===== src/rtl/core/dgr_pkg.sv =====
// Shared types and constants of the grid DDA ray caster.
`default_nettype none
package dgr_pkg;

    // sequencer states
    typedef enum logic [3:0] {
        S_IDLE,
        S_CAM,
        S_MULX,
        S_MULY,
        S_RAYY,
        S_DIVX,
        S_MULSX,
        S_DIVY,
        S_MULSY,
        S_SIDEY,
        S_STEP,
        S_TEST,
        S_DONE
    } dgr_state_t;

    // command codes
    localparam logic CMD_WRITE = 1'b0;
    localparam logic CMD_CAST  = 1'b1;

    // configuration register indexes
    localparam logic [2:0] REG_PLAYER_X = 3'd0;
    localparam logic [2:0] REG_PLAYER_Y = 3'd1;
    localparam logic [2:0] REG_DIR_X    = 3'd2;
    localparam logic [2:0] REG_DIR_Y    = 3'd3;
    localparam logic [2:0] REG_PLANE_X  = 3'd4;
    localparam logic [2:0] REG_PLANE_Y  = 3'd5;

    // datapath widths
    localparam int NUM_W   = 25;   // dividend: 2^24 or column << 15
    localparam int DEN_W   = 27;   // divisor: |ray| or screen width
    localparam int CNT_W   = 5;    // divider step count, holds NUM_W
    localparam int CAM_W   = 26;   // signed cam, Q.14
    localparam int RAY_W   = 28;   // signed ray component, Q.14
    localparam int MUL_A_W = 27;
    localparam int MUL_B_W = 17;
    localparam int PROD_W  = MUL_A_W + MUL_B_W;
    localparam int DELTA_W = 25;   // up to 2^24, Q.10

    localparam logic [NUM_W-1:0] RECIP_NUM = NUM_W'(1 << 24);
    localparam int               CAM_BIAS  = 16384;
    localparam logic [17:0]      DIST_MAX  = 18'h3FFFF;

endpackage
`default_nettype wire


===== src/rtl/core/dgr_div.sv =====
// Restoring divider, one quotient bit per cycle.
`default_nettype none
module dgr_div
    import dgr_pkg::*;
(
    input  wire logic             clk,
    input  wire logic             rst_n,
    input  wire logic             start,
    input  wire logic [NUM_W-1:0] num,
    input  wire logic [DEN_W-1:0] den,
    output logic                  done,
    output logic      [NUM_W-1:0] quo
);

    logic [DEN_W-1:0] rem_reg, rem_next;
    logic [NUM_W-1:0] quo_reg, quo_next;
    logic [DEN_W-1:0] den_reg, den_next;
    logic [CNT_W-1:0] cnt_reg, cnt_next;
    logic             busy_reg, busy_next;
    logic             done_reg, done_next;
    logic [DEN_W:0]   trial;
    logic [DEN_W:0]   diff;

    always_comb
    begin
        trial     = {rem_reg, quo_reg[NUM_W-1]};
        diff      = trial - {1'b0, den_reg};
        rem_next  = rem_reg;
        quo_next  = quo_reg;
        den_next  = den_reg;
        cnt_next  = cnt_reg;
        busy_next = busy_reg;
        done_next = 1'b0;
        if (start)
        begin
            rem_next  = '0;
            quo_next  = num;
            den_next  = den;
            cnt_next  = CNT_W'(NUM_W);
            busy_next = 1'b1;
        end
        else if (busy_reg)
        begin
            if (trial >= {1'b0, den_reg})
            begin
                rem_next = diff[DEN_W-1:0];
                quo_next = {quo_reg[NUM_W-2:0], 1'b1};
            end
            else
            begin
                rem_next = trial[DEN_W-1:0];
                quo_next = {quo_reg[NUM_W-2:0], 1'b0};
            end
            cnt_next = cnt_reg - 1'b1;
            if (cnt_reg == CNT_W'(1))
            begin
                busy_next = 1'b0;
                done_next = 1'b1;
            end
        end
    end

    always_ff @(posedge clk or negedge rst_n)
    begin
        if (!rst_n)
        begin
            busy_reg <= 1'b0;
            done_reg <= 1'b0;
            cnt_reg  <= '0;
        end
        else
        begin
            busy_reg <= busy_next;
            done_reg <= done_next;
            cnt_reg  <= cnt_next;
        end
    end

    always_ff @(posedge clk)
    begin
        rem_reg <= rem_next;
        quo_reg <= quo_next;
        den_reg <= den_next;
    end

    assign done = done_reg;
    assign quo  = quo_reg;

endmodule
`default_nettype wire


===== src/rtl/core/dgr_map.sv =====
// One-bit wall map memory with clearing sweep after reset.
`default_nettype none
module dgr_map
    import dgr_pkg::*;
#(
    parameter int MAP_SIZE = 32
)
(
    input  wire logic                                     clk,
    input  wire logic                                     rst_n,
    input  wire logic                                     wr_en,
    input  wire logic [$clog2(MAP_SIZE*MAP_SIZE)-1:0]     wr_addr,
    input  wire logic                                     wr_data,
    input  wire logic [$clog2(MAP_SIZE*MAP_SIZE)-1:0]     rd_addr,
    output logic                                          rd_data,
    output logic                                          ready
);

    localparam int DEPTH = MAP_SIZE * MAP_SIZE;
    localparam int AW    = $clog2(DEPTH);

    logic          mem [DEPTH];
    logic [AW:0]   clr_reg;
    logic          rd_reg;

    assign ready = (clr_reg == (AW+1)'(DEPTH));

    always_ff @(posedge clk or negedge rst_n)
    begin
        if (!rst_n)
        begin
            clr_reg <= '0;
        end
        else if (!ready)
        begin
            clr_reg <= clr_reg + 1'b1;
        end
    end

    always_ff @(posedge clk)
    begin
        if (!ready)
        begin
            mem[clr_reg[AW-1:0]] <= 1'b0;
        end
        else if (wr_en)
        begin
            mem[wr_addr] <= wr_data;
        end
        rd_reg <= mem[rd_addr];
    end

    assign rd_data = rd_reg;

endmodule
`default_nettype wire


===== src/rtl/core/grid_dda_raycaster_top.sv =====
// Grid DDA ray caster top level: sequencer, shared multiplier and DDA walk.
// Usage:
//  - Input channel (in_valid / in_stall): one beat is a command. command 0
//    writes one wall map cell (cell_row, cell_col, cell_is_wall) and gives
//    no result; command 1 casts the ray for screen_column.
//  - Output channel (out_valid / out_stall): one beat per cast, carrying the
//    column, perpendicular distance (Q8.10, saturating), hit side, hit cell
//    and a flag for rays that left the map. A result sits in an output
//    register, so a new command is taken while the result still waits.
//  - Config port (cfg_write / cfg_index / cfg_data): player position, view
//    direction and camera plane; write only while the block is idle.
//  - Per cast: three divisions on the one shared restoring divider
//    (cam, then 1/|ray_x| and 1/|ray_y|) plus six multiply and setup
//    states, then per grid step a step state and a map read state, then
//    a finishing state that loads the output register and returns to idle.
//  - Reset: state, output valid and config registers return to their
//    defaults and the map is swept clear, one cell per cycle, with in_stall high.
//  - A stalled result holds the finished cast; the next cast is computed
//    but waits in its last state until the output register is free.
`default_nettype none
module grid_dda_raycaster_top
    import dgr_pkg::*;
#(
    parameter int MAP_SIZE     = 32,
    parameter int SCREEN_WIDTH = 640
)
(
    input  wire logic        clk,
    input  wire logic        rst_n,
    // config
    input  wire logic        cfg_write,
    input  wire logic [2:0]  cfg_index,
    input  wire logic [15:0] cfg_data,
    // input channel
    input  wire logic        in_valid,
    output logic             in_stall,
    input  wire logic        command,
    input  wire logic [9:0]  screen_column,
    input  wire logic [4:0]  cell_row,
    input  wire logic [4:0]  cell_col,
    input  wire logic        cell_is_wall,
    // output channel
    output logic             out_valid,
    input  wire logic        out_stall,
    output logic [9:0]       cast_column,
    output logic [17:0]      wall_distance,
    output logic             hit_side,
    output logic [4:0]       hit_x,
    output logic [4:0]       hit_y,
    output logic             left_map
);

    localparam int AW       = $clog2(MAP_SIZE * MAP_SIZE);
    localparam int MAX_CELL = (MAP_SIZE > 32) ? MAP_SIZE : 32;
    localparam int CW       = $clog2(MAX_CELL) + 2;          // signed cell index
    localparam int SIDE_W   = DELTA_W + $clog2(MAX_CELL) + 3;

    // configuration registers
    logic [14:0]        player_x_reg, player_y_reg;
    logic signed [15:0] dir_x_reg, dir_y_reg, plane_x_reg, plane_y_reg;

    // sequencer and datapath registers
    dgr_state_t                state_reg, state_next;
    logic [9:0]                col_reg, col_next;
    logic signed [CAM_W-1:0]   cam_reg, cam_next;
    logic signed [PROD_W-1:0]  mul_reg, mul_next;
    logic signed [RAY_W-1:0]   rx_reg, rx_next, ry_reg, ry_next;
    logic [DELTA_W-1:0]        dx_reg, dx_next, dy_reg, dy_next;
    logic [SIDE_W-1:0]         sdx_reg, sdx_next, sdy_reg, sdy_next;
    logic signed [CW-1:0]      cx_reg, cx_next, cy_reg, cy_next;
    logic                      side_reg, side_next;
    logic                      left_reg, left_next;
    logic [17:0]               dist_reg, dist_next;

    // output register
    logic        ov_reg, ov_next;
    logic [9:0]  o_col_reg, o_col_next;
    logic [17:0] o_dist_reg, o_dist_next;
    logic        o_side_reg, o_side_next;
    logic [4:0]  o_hx_reg, o_hx_next, o_hy_reg, o_hy_next;
    logic        o_left_reg, o_left_next;

    // shared units
    logic                      div_start, div_done;
    logic [NUM_W-1:0]          div_num, div_quo;
    logic [DEN_W-1:0]          div_den;
    logic signed [MUL_A_W-1:0] mul_a;
    logic signed [MUL_B_W-1:0] mul_b;
    logic                      map_wr_en, map_rd, map_ready;
    logic [AW-1:0]             map_wr_addr, map_rd_addr;

    // helpers
    logic                      in_accept;
    logic                      zx, zy, step_x;
    logic [10:0]               d_x, d_y;
    logic [DEN_W-1:0]          abs_x, abs_y;
    logic signed [CW-1:0]      cxn, cyn;
    logic                      out_x, out_y, out_cur;
    logic [SIDE_W-1:0]         dist_raw;
    logic [17:0]               dist_sat;

    function automatic logic cell_out(input logic signed [CW-1:0] c);
        return c[CW-1] || (c >= $signed(CW'(MAP_SIZE)));
    endfunction

    function automatic logic [4:0] cell_clamp(input logic signed [CW-1:0] c);
        logic [CW-1:0] v;
        if (c[CW-1])
            v = '0;
        else if (c >= $signed(CW'(MAP_SIZE)))
            v = CW'(MAP_SIZE - 1);
        else
            v = c;
        return v[4:0];
    endfunction

    dgr_div u_div (
        .clk   (clk),
        .rst_n (rst_n),
        .start (div_start),
        .num   (div_num),
        .den   (div_den),
        .done  (div_done),
        .quo   (div_quo)
    );

    dgr_map #(.MAP_SIZE(MAP_SIZE)) u_map (
        .clk     (clk),
        .rst_n   (rst_n),
        .wr_en   (map_wr_en),
        .wr_addr (map_wr_addr),
        .wr_data (cell_is_wall),
        .rd_addr (map_rd_addr),
        .rd_data (map_rd),
        .ready   (map_ready)
    );

    assign in_stall  = !((state_reg == S_IDLE) && map_ready);
    assign in_accept = in_valid && !in_stall;

    // map write, ignored outside the map
    assign map_wr_en = in_accept && (command == CMD_WRITE)
                       && (32'(cell_row) < 32'(MAP_SIZE))
                       && (32'(cell_col) < 32'(MAP_SIZE));
    assign map_wr_addr = AW'(AW'(cell_row) * AW'(MAP_SIZE) + AW'(cell_col));

    // ray and step terms
    assign zx    = (rx_reg == '0);
    assign zy    = (ry_reg == '0);
    assign abs_x = DEN_W'(rx_reg[RAY_W-1] ? -rx_reg : rx_reg);
    assign abs_y = DEN_W'(ry_reg[RAY_W-1] ? -ry_reg : ry_reg);
    assign d_x   = rx_reg[RAY_W-1] ? {1'b0, player_x_reg[9:0]}
                                   : 11'd1024 - {1'b0, player_x_reg[9:0]};
    assign d_y   = ry_reg[RAY_W-1] ? {1'b0, player_y_reg[9:0]}
                                   : 11'd1024 - {1'b0, player_y_reg[9:0]};
    // ties step along y
    assign step_x = !zx && (zy || (sdx_reg < sdy_reg));
    assign cxn    = step_x ? (rx_reg[RAY_W-1] ? cx_reg - 1'b1 : cx_reg + 1'b1) : cx_reg;
    assign cyn    = step_x ? cy_reg : (ry_reg[RAY_W-1] ? cy_reg - 1'b1 : cy_reg + 1'b1);
    assign out_x  = cell_out(cxn);
    assign out_y  = cell_out(cyn);
    // read address of the cell about to be entered; in-map only
    assign map_rd_addr = (out_x || out_y) ? '0
                       : AW'(AW'(cyn[CW-2:0]) * AW'(MAP_SIZE) + AW'(cxn[CW-2:0]));
    assign out_cur  = cell_out(cx_reg) || cell_out(cy_reg);
    assign dist_raw = side_reg ? sdy_reg - SIDE_W'(dy_reg) : sdx_reg - SIDE_W'(dx_reg);
    assign dist_sat = (dist_raw > SIDE_W'(DIST_MAX)) ? DIST_MAX : dist_raw[17:0];

    // shared multiplier operands
    always_comb
    begin
        mul_a = '0;
        mul_b = '0;
        case (state_reg)
            S_MULX:
            begin
                mul_a = MUL_A_W'(cam_reg);
                mul_b = MUL_B_W'(plane_x_reg);
            end
            S_MULY:
            begin
                mul_a = MUL_A_W'(cam_reg);
                mul_b = MUL_B_W'(plane_y_reg);
            end
            S_MULSX:
            begin
                mul_a = $signed({2'b0, dx_reg});
                mul_b = $signed({6'b0, d_x});
            end
            S_MULSY:
            begin
                mul_a = $signed({2'b0, dy_reg});
                mul_b = $signed({6'b0, d_y});
            end
            default:
            begin
                mul_a = '0;
                mul_b = '0;
            end
        endcase
    end

    // sequencer
    always_comb
    begin
        state_next  = state_reg;
        col_next    = col_reg;
        cam_next    = cam_reg;
        mul_next    = mul_reg;
        rx_next     = rx_reg;
        ry_next     = ry_reg;
        dx_next     = dx_reg;
        dy_next     = dy_reg;
        sdx_next    = sdx_reg;
        sdy_next    = sdy_reg;
        cx_next     = cx_reg;
        cy_next     = cy_reg;
        side_next   = side_reg;
        left_next   = left_reg;
        dist_next   = dist_reg;
        div_start   = 1'b0;
        div_num     = RECIP_NUM;
        div_den     = abs_x;
        ov_next     = ov_reg && out_stall;
        o_col_next  = o_col_reg;
        o_dist_next = o_dist_reg;
        o_side_next = o_side_reg;
        o_hx_next   = o_hx_reg;
        o_hy_next   = o_hy_reg;
        o_left_next = o_left_reg;

        case (state_reg)
            S_IDLE:
            begin
                if (in_accept && (command == CMD_CAST))
                begin
                    col_next   = screen_column;
                    div_start  = 1'b1;
                    div_num    = {screen_column, 15'b0};
                    div_den    = DEN_W'(SCREEN_WIDTH);
                    state_next = S_CAM;
                end
            end
            S_CAM:
            begin
                if (div_done)
                begin
                    cam_next   = $signed(CAM_W'(div_quo)) - $signed(CAM_W'(CAM_BIAS));
                    state_next = S_MULX;
                end
            end
            S_MULX:
            begin
                mul_next   = mul_a * mul_b;
                state_next = S_MULY;
            end
            S_MULY:
            begin
                rx_next    = RAY_W'(dir_x_reg) + RAY_W'(mul_reg >>> 14);
                mul_next   = mul_a * mul_b;
                state_next = S_RAYY;
            end
            S_RAYY:
            begin
                ry_next    = RAY_W'(dir_y_reg) + RAY_W'(mul_reg >>> 14);
                div_start  = 1'b1;
                div_den    = abs_x;
                cx_next    = CW'(player_x_reg[14:10]);
                cy_next    = CW'(player_y_reg[14:10]);
                side_next  = 1'b0;
                left_next  = 1'b0;
                state_next = S_DIVX;
            end
            S_DIVX:
            begin
                if (div_done)
                begin
                    dx_next    = zx ? '0 : div_quo;
                    state_next = S_MULSX;
                end
            end
            S_MULSX:
            begin
                mul_next   = mul_a * mul_b;
                div_start  = 1'b1;
                div_den    = abs_y;
                state_next = S_DIVY;
            end
            S_DIVY:
            begin
                sdx_next = zx ? '0 : SIDE_W'($unsigned(mul_reg >>> 10));
                if (div_done)
                begin
                    dy_next    = zy ? '0 : div_quo;
                    state_next = S_MULSY;
                end
            end
            S_MULSY:
            begin
                mul_next   = mul_a * mul_b;
                state_next = S_SIDEY;
            end
            S_SIDEY:
            begin
                sdy_next = zy ? '0 : SIDE_W'($unsigned(mul_reg >>> 10));
                if (zx && zy)
                begin
                    dist_next  = DIST_MAX;
                    left_next  = 1'b1;
                    state_next = S_DONE;
                end
                else
                begin
                    state_next = S_STEP;
                end
            end
            S_STEP:
            begin
                if (step_x)
                begin
                    sdx_next  = sdx_reg + SIDE_W'(dx_reg);
                    side_next = 1'b0;
                end
                else
                begin
                    sdy_next  = sdy_reg + SIDE_W'(dy_reg);
                    side_next = 1'b1;
                end
                cx_next    = cxn;
                cy_next    = cyn;
                state_next = S_TEST;
            end
            S_TEST:
            begin
                dist_next = dist_sat;
                if (out_cur)
                begin
                    left_next  = 1'b1;
                    state_next = S_DONE;
                end
                else if (map_rd)
                begin
                    state_next = S_DONE;
                end
                else
                begin
                    state_next = S_STEP;
                end
            end
            S_DONE:
            begin
                if (!ov_reg || !out_stall)
                begin
                    ov_next     = 1'b1;
                    o_col_next  = col_reg;
                    o_dist_next = dist_reg;
                    o_side_next = side_reg;
                    o_hx_next   = cell_clamp(cx_reg);
                    o_hy_next   = cell_clamp(cy_reg);
                    o_left_next = left_reg;
                    state_next  = S_IDLE;
                end
            end
            default:
            begin
                state_next = S_IDLE;
            end
        endcase
    end

    always_ff @(posedge clk or negedge rst_n)
    begin
        if (!rst_n)
        begin
            state_reg    <= S_IDLE;
            ov_reg       <= 1'b0;
            player_x_reg <= 15'd16896;
            player_y_reg <= 15'd16896;
            dir_x_reg    <= 16'sd16384;
            dir_y_reg    <= 16'sd0;
            plane_x_reg  <= 16'sd0;
            plane_y_reg  <= 16'sd10813;
        end
        else
        begin
            state_reg <= state_next;
            ov_reg    <= ov_next;
            if (cfg_write)
            begin
                case (cfg_index)
                    REG_PLAYER_X: player_x_reg <= cfg_data[14:0];
                    REG_PLAYER_Y: player_y_reg <= cfg_data[14:0];
                    REG_DIR_X:    dir_x_reg    <= cfg_data;
                    REG_DIR_Y:    dir_y_reg    <= cfg_data;
                    REG_PLANE_X:  plane_x_reg  <= cfg_data;
                    REG_PLANE_Y:  plane_y_reg  <= cfg_data;
                    default:      ;
                endcase
            end
        end
    end

    always_ff @(posedge clk)
    begin
        col_reg    <= col_next;
        cam_reg    <= cam_next;
        mul_reg    <= mul_next;
        rx_reg     <= rx_next;
        ry_reg     <= ry_next;
        dx_reg     <= dx_next;
        dy_reg     <= dy_next;
        sdx_reg    <= sdx_next;
        sdy_reg    <= sdy_next;
        cx_reg     <= cx_next;
        cy_reg     <= cy_next;
        side_reg   <= side_next;
        left_reg   <= left_next;
        dist_reg   <= dist_next;
        o_col_reg  <= o_col_next;
        o_dist_reg <= o_dist_next;
        o_side_reg <= o_side_next;
        o_hx_reg   <= o_hx_next;
        o_hy_reg   <= o_hy_next;
        o_left_reg <= o_left_next;
    end

    assign out_valid     = ov_reg;
    assign cast_column   = o_col_reg;
    assign wall_distance = o_dist_reg;
    assign hit_side      = o_side_reg;
    assign hit_x         = o_hx_reg;
    assign hit_y         = o_hy_reg;
    assign left_map      = o_left_reg;

    // a new result only comes from the finishing state
    a_result_src: assert property (@(posedge clk) disable iff (!rst_n)
        $rose(out_valid) |-> $past(state_reg == S_DONE))
        else $error("result raised outside finishing state");

    // input taken only while idle and map clear done
    a_accept_idle: assert property (@(posedge clk) disable iff (!rst_n)
        !in_stall |-> (state_reg == S_IDLE) && map_ready)
        else $error("input accepted while busy");

    // a stalled result is never overwritten
    a_no_overwrite: assert property (@(posedge clk) disable iff (!rst_n)
        (out_valid && out_stall && state_reg == S_DONE) |=> (state_reg == S_DONE))
        else $error("finished cast left while output blocked");

    // walk starts only with a nonzero ray
    a_walk_ray: assert property (@(posedge clk) disable iff (!rst_n)
        (state_reg == S_STEP) |-> !(zx && zy))
        else $error("walk with zero ray");

endmodule
`default_nettype wire

===== config.mk =====
export PLATFORM = sky130hd
export DESIGN_NAME = grid_dda_raycaster_top
export DESIGN_NICKNAME = d
export VERILOG_FILES = /design/src/rtl/core/dgr_pkg.sv /design/src/rtl/core/dgr_div.sv /design/src/rtl/core/dgr_map.sv /design/src/rtl/core/grid_dda_raycaster_top.sv
export SDC_FILE = /design/constraint.sdc
export NUM_CORES = 2
export LEC_CHECK = 0
export ABC_AREA = 0
export BUFFER_PORTS_ARGS = -buffer_cell sky130_fd_sc_hd__buf_2
export CELL_PAD_IN_SITES_DETAIL_PLACEMENT = 0
export CELL_PAD_IN_SITES_GLOBAL_PLACEMENT = 1
export CORE_MARGIN = 2
export CORE_UTILIZATION = 40
export DETAILED_ROUTE_END_ITERATION = 6
export GPL_TIMING_DRIVEN = 1
export PLACE_DENSITY = 0.63
export SYNTH_ARGS = -nofsm -noshare
export SYNTH_HDL_FRONTEND = slang
export SYNTH_SLANG_ARGS = --single-unit

===== constraint.sdc =====
create_clock -name clk -period 36 [get_ports clk]
set_input_delay 3.6 -clock clk [delete_from_list [all_inputs] [get_ports clk]]
set_output_delay 3.6 -clock clk [all_outputs]
set_load 0.05 [all_outputs]

Word level (Yosys, flattened, before mapping)

Memories as Yosys holds them, arrays and structs flattened. A register that Yosys moved wholly into a read port is not among the register bits.
Cells that the tools add are included.

$lt $le $gt $ge: 7
$add $sub $neg: 20
Div/mod/pow operators: 0
Multipliers: 1
Eq/ne operators: 28
Shifts and indexed selects: 0
Mux-type cells: 66
Reduce and logical (&&, ||, !) cells: 49
Bitwise operators: 1

Operators by type and width:

| operator               | count |
|---|---|
| $mux W33               | 5 |
| $pmux W33 S2           | 2 |
| $mux W27               | 4 |
| $mux W25               | 4 |
| $pmux W27 S3           | 1 |
| $pmux W17 S4           | 1 |
| $add A33 B25 Y33       | 2 |
| $sub A33 B25 Y33       | 2 |
| $add A16 B28 Y28       | 2 |
| $logic_not A28 Y1      | 2 |
| $neg A27 Y27           | 2 |
| $pmux W27 S2           | 1 |
| $pmux W4 S13           | 1 |
| $mul A27 B17 Y43       | 1 |
| $mux W18               | 2 |
| $pmux W18 S2           | 1 |
| $gt A33 B18 Y1 const B | 1 |
| $lt A33 B33 Y1         | 1 |
| $ge A28 B27 Y1         | 1 |
| $ge A7 B7 Y1 const B   | 4 |
| $mux W7                | 4 |
| $pmux W7 S2            | 2 |
| $reduce_and A2 Y1      | 14 |
| $sub A27 B27 Y27       | 1 |
| other kinds (40)       | 111 |

Input bits: 46
Word-level logic and storage cells: 208
Memories: 1
Bits in registers: 521
Bits in read-only memories: 0
Latch bits: 0
Memory bits (writable): 1024

Memories:

| memory    | depth | bits a word | rd ports | clocked after memory_dff | write ports | line          | source |
|---|---|---|---|---|---|---|---|
| u_map.mem | 1024  | 1           | 1        | 1                        | 1           | dgr_map.sv:22 | `logic mem [DEPTH];` |

Logic depth before layout (Yosys ltp)

Depth in word-level cells: 9
Depth in mapped cells: 36
Depth with buffers taken out: 35

Cells and area by module

Synthesis repeated with hierarchy kept, for this count alone.

Cells, all modules: 8079
Area, all modules: 92163.4 µm²

By module, submodules not included:

| module                 | sequential area each (µm²) | cells an instance | area each (µm²) | instances |
|---|---|---|---|---|
| dgr_map                | 31044.8                    | 3131              | 44760.4         | 1 |
| grid_dda_raycaster_top | 11952.7                    | 4449              | 42314.3         | 1 |
| dgr_div                | 2277.2                     | 499               | 5088.6          | 1 |

Least setup slack after synthesis

OpenSTA, ideal clock, no wires.

Path type: input to register
From: in in_valid
To: mem u_map.mem[0], data pin
Setup slack: 15656 ps
Data required time: 33134 ps
Setup time: 2866 ps
Arrival time: 17477 ps
Path buffers: 2
Cell stages on the path: 5
Path through: inv_1 nor3_1 clkbuf_1 buf_1 and2_1

Cells in the longest elaborated chain, start to end: 7

Ends and longest elaborated chain:

| element                           | line                          | source |
|---|---|---|
| from (decl)                       | grid_dda_raycaster_top.sv:35  | `input wire logic in_valid,` |
| $logic_and A1 B1 Y1               | grid_dda_raycaster_top.sv:139 | `assign in_accept = in_valid && !in_stall;` |
| $logic_and A1 B1 Y1               | grid_dda_raycaster_top.sv:142 | `assign map_wr_en = in_accept && (command == CMD_WRITE)` |
| $mux W1                           | dgr_map.sv:46                 | `else if (wr_en)` |
| $mux W1                           | dgr_map.sv:42                 | `if (!ready)` |
| $mux W1 (not written as such)     | dgr_map.sv:48                 | `mem[wr_addr] <= wr_data;` |
| $reduce_or A1 Y1 (no source line) | n/a                           |  |
| $mux W1 (no source line)          | n/a                           |  |
| to (decl)                         | dgr_map.sv:22                 |  |

No other way between the ends.

Worst setup path in the final report

From: reg state_reg[1]
To: reg mul_reg[40], data pin

Cells in the longest elaborated chain, start to end: 4
Elaborated cells between the ends (all ways): 8

Ends and longest elaborated chain:

| element                           | line                                                         | source |
|---|---|---|
| from (decl)                       | grid_dda_raycaster_top.sv:63                                 | `dgr_state_t state_reg, state_next;` |
| from (signal assigned)            | grid_dda_raycaster_top.sv:386                                | `state_reg <= state_next;` |
| $eq A4 B2 Y1                      | grid_dda_raycaster_top.sv:174, grid_dda_raycaster_top.sv:232 |  |
| $reduce_or A2 Y1 (no source line) | n/a                                                          |  |
| $pmux W27 S3                      | grid_dda_raycaster_top.sv:174                                | `case (state_reg)` |
| $mul A27 B17 Y43 *                | n/a                                                          |  |
| to (signal assigned)              | grid_dda_raycaster_top.sv:407                                | `mul_reg <= mul_next;` |
| to (decl)                         | grid_dda_raycaster_top.sv:66                                 | `logic signed [PROD_W-1:0] mul_reg, mul_next;` |

Mark *: on every way between the ends. The rest lies on a longest branch, timed or not.
A chain may end at the register's enable or synchronous reset.

==> impl_metrics.json <==
{
  "io_buffer_count": 87,
  "synthDistinctLibCells": 106,
  "critical_path_arrival_ps": 11250,
  "timing_hold_violations_final": 0,
  "ys_seq_area_frac": 0.488,
  "hold_buffers": 0,
  "detail_route.first_pass.iterations": 7,
  "tightestPinTransition_ps": 1400,
  "synth_area_per_cell_um2": 10.4,
  "grt_start_max_net_pins": 133,
  "gp_routability_congestion": 0.891,
  "largest_register_ffs": 1024,
  "netlist.top_cell.by_area": "sky130_fd_sc_hd__edfxtp_1",
  "min-delay-path-class": "reg -> reg",
  "cpMostUsedCell": "sky130_fd_sc_hd__fa_1",
  "initial_utilization": 0.403,
  "synth-async-reset-ratio": 0.0762,
  "post_synthesis_to_final_layout_area_growth_pct": 10.2,
  "largest_register_by_flop_count": "u_map.mem",
  "grt.total_usage": 0.270,
  "yosys.cell_count.top_type": "sky130_fd_sc_hd__nor2_1",
  "achievable-frequency_mhz": 93.7,
  "status": "complete, but fails checks",
  "vdd_ir_drop_max_mv": 0.0362,
  "crit_path_required_time_ps": 36570,
  "fillerInstances": 22047,
  "crit_path_max_fanout": 28,
  "detail_route.wl_per_cell_um": 27.1,
  "synth.ff_latch_count": 1536,
  "final_nets": 9550,
  "grt_first_pass_wirelength_um": 471000,
  "violations": "DRC",
  "coreArea_mm2": 0.230,
  "worst_setup_hold_path_clk_slew_ps": 60,
  "grt_antenna_before_repair": 9,
  "timing.setup.tns_ps": 0,
  "clock_tree_root": "sky130_fd_sc_hd__clkbuf_16",
  "synth_edf_count": 1391,
  "post_synth_main_area_contributors": "sky130_fd_sc_hd__edfxtp_1 45%, sky130_fd_sc_hd__fa_1 9.5%, sky130_fd_sc_hd__nor2_1 6.6%",
  "design_power_total_mw": 4.32,
  "relSlewSlack": 0.0613,
  "postSynthNetCount": 9722,
  "postRouteAntennaNets": 0,
  "ys_dominant_reg_cell": "sky130_fd_sc_hd__edfxtp_1",
  "post_drt_via_cell_ratio": 5.79,
  "finish.utilization": 0.444,
  "cp-end-kind": "register",
  "crit_type": "reg -> reg",
  "die_height_um": 486,
  "multiInputGateArea_mm2": 0.0430,
  "detailroute.via_count": 68910,
  "post_cts_resize_count": 0,
  "htree_num_levels": 4,
  "start_kind": "register",
  "synth_largest_type_area_fraction": 0.450,
  "ioPinCount": 88,
  "rows": 176,
  "power-per-cell-area_mw_per_mm2": 42.2,
  "drv.max_cap_violation_count": 0,
  "yosysWarnings": 0,
  "dp_worst_setup_slack_ps": 25170,
  "period_needed_ps": 10680,
  "rsz_0062_raised_after_global_routing": "no",
  "design.die.area_mm2": 0.236,
  "ctsLongestPathBuffers": 3,
  "total_leakage_power_nw": 39.2,
  "clock_insertion_delay_worst_skew_ps": 860,
  "setup_ws_ps": 25320,
  "clkSinkCount": 1536,
  "drt-total-wl_um": 323000,
  "drv_slew": 0,
  "clock-skew-final_ps": 50.2,
  "overflow": 0,
  "drc": 3,
  "setup_repair_bufs_after_cts": 0,
  "crit_path_max_incr_delay_ps": 910,
  "synthTopCellsByCount": "1,628 x sky130_fd_sc_hd__nor2_1, 1,391 x sky130_fd_sc_hd__edfxtp_1, 857 x sky130_fd_sc_hd__nand2_1, 693 x sky130_fd_sc_hd__inv_1, 440 x sky130_fd_sc_hd__fa_1",
  "setup_violations": 0,
  "drive_above_1_share": 0.0898,
  "fin_crit_sh": 0.297,
  "detailed_place_hpwl_um": 206000,
  "synthesis.area_mm2": 0.0928,
  "netlist_instances": 8904,
  "die_w_um": 486,
  "tritoncts": "done",
  "vias_in_the_first_global_route": 68198,
  "initialDrtViolationCount": 6323,
  "final-seq-area_mm2": 0.0453,
  "cpMaxStageDelayCell": "sky130_fd_sc_hd__dfrtp_1",
  "numCtsBuffers": 177
}
-- worst max-delay path, delay by kind of cell, from the launching register on --
family / cells / cell delay (ps)
AO/OA/AOI/OAI: 11 / 3510
XOR/XNOR: 1 / 70
adder cells (fa/ha/maj): 7 / 3290
buffers and inverters: 7 / 1080
flip-flops: 1 / 910
AND/OR/NAND/NOR: 6 / 1520
-- worst paths after layout --
check,from,endpoint,slack (ps),cells after the start
max in group asynchronous,rst_n,player_x_reg[1]$_DFFE_PN0P_,31780,2
hold reg to reg,col_reg[5]$_DFFE_PP_,cast_column[5]$_DFFE_PP_,420,0
setup reg to reg,state_reg[1]$_DFFE_PN0P_,mul_reg[40]$_DFFE_PP_,25320,32
min in group asynchronous,rst_n,u_map.clr_reg[8]$_DFFE_PN0P_,2700,1
hold / removal,col_reg[5]$_DFFE_PP_,cast_column[5]$_DFFE_PP_,420,0
setup / recovery,state_reg[1]$_DFFE_PN0P_,mul_reg[40]$_DFFE_PP_,25320,32
-- layout make-up --
cell class / count / share of cell area
clock buffer: 209 / 0.0453
sequential: 1536 / 0.443
tap: 3026 / 0.0370
multi-input combinational: 6078 / 0.421
timing repair buffer: 246 / 0.0170
clock inverter: 116 / 0.0121
antenna: 4 / 0.0000978
inverter: 693 / 0.0254
-- placed cells by master, fill, tap and decap left out, drive strengths merged, types with 46 or more instances in the layout --
cell,count
ha,332
inv,703
xnor2,201
nand2b,53
xor2,92
edfxtp,1391
nor2b,60
buf,246
a21oi,295
nor2,1628
nand2,857
o21ai,270
nand3,166
fa,440
clkbuf,209
o221ai,159
clkinv,81
and2,84
o22ai,206
mux2i,105
a211oi,46
dfrtp,104
mux2,117
nor3,151
a31oi,47
-- routing by layer --
| metal | track usage | vias to the layer above | wire (um) |
|---|---|---|---|
| met3 | 0.0331 | 553 | 18400 |
| met2 | 0.467 | 2244 | 159000 |
| met5 | 0 | - | 0 |
| met1 | 0.345 | 35299 | 132000 |
| met4 | 0.104 | 0 | 13700 |
| li1 | - | 30814 | - |
-- where the power goes --
part / internal [mW] / total [mW] / switching, mW
clock network: 1.06 / 1.85 / 0.796
registers: 2.01 / 2.07 / 0.0605
logic: 0.180 / 0.400 / 0.220
total: 3.24 / 4.32 / 1.08
-- stage by stage --
| stage | hold slack, ps | std cells | cell area, um^2 |
|---|---|---|---|
| after detailed placement | 405 | 11579 | 96400 |
| final | 418 | 11908 | 102000 |
| after CTS | 419 | 11904 | 102000 |
| after global placement | 402 | 11579 | 96400 |
| after floorplan | 400 | 8904 | 92800 |
| after global routing | 424 | 11905 | 102000 |
-- logic make-up after synthesis --
| group | count (synthesis) | synth area share |
|---|---|---|
| and+or+nand+nor | 3239 | 0.149 |
| AOI/OAI and AO/OA | 1551 | 0.115 |
| DFF | 1536 | 0.488 |
| buffers and inverters | 1290 | 0.0551 |
| adders and majority gates | 772 | 0.140 |
| xor gates and xnor gates | 293 | 0.0277 |
| muxes | 223 | 0.0260 |
No activity file was read; power rests on OpenSTA's default activity.
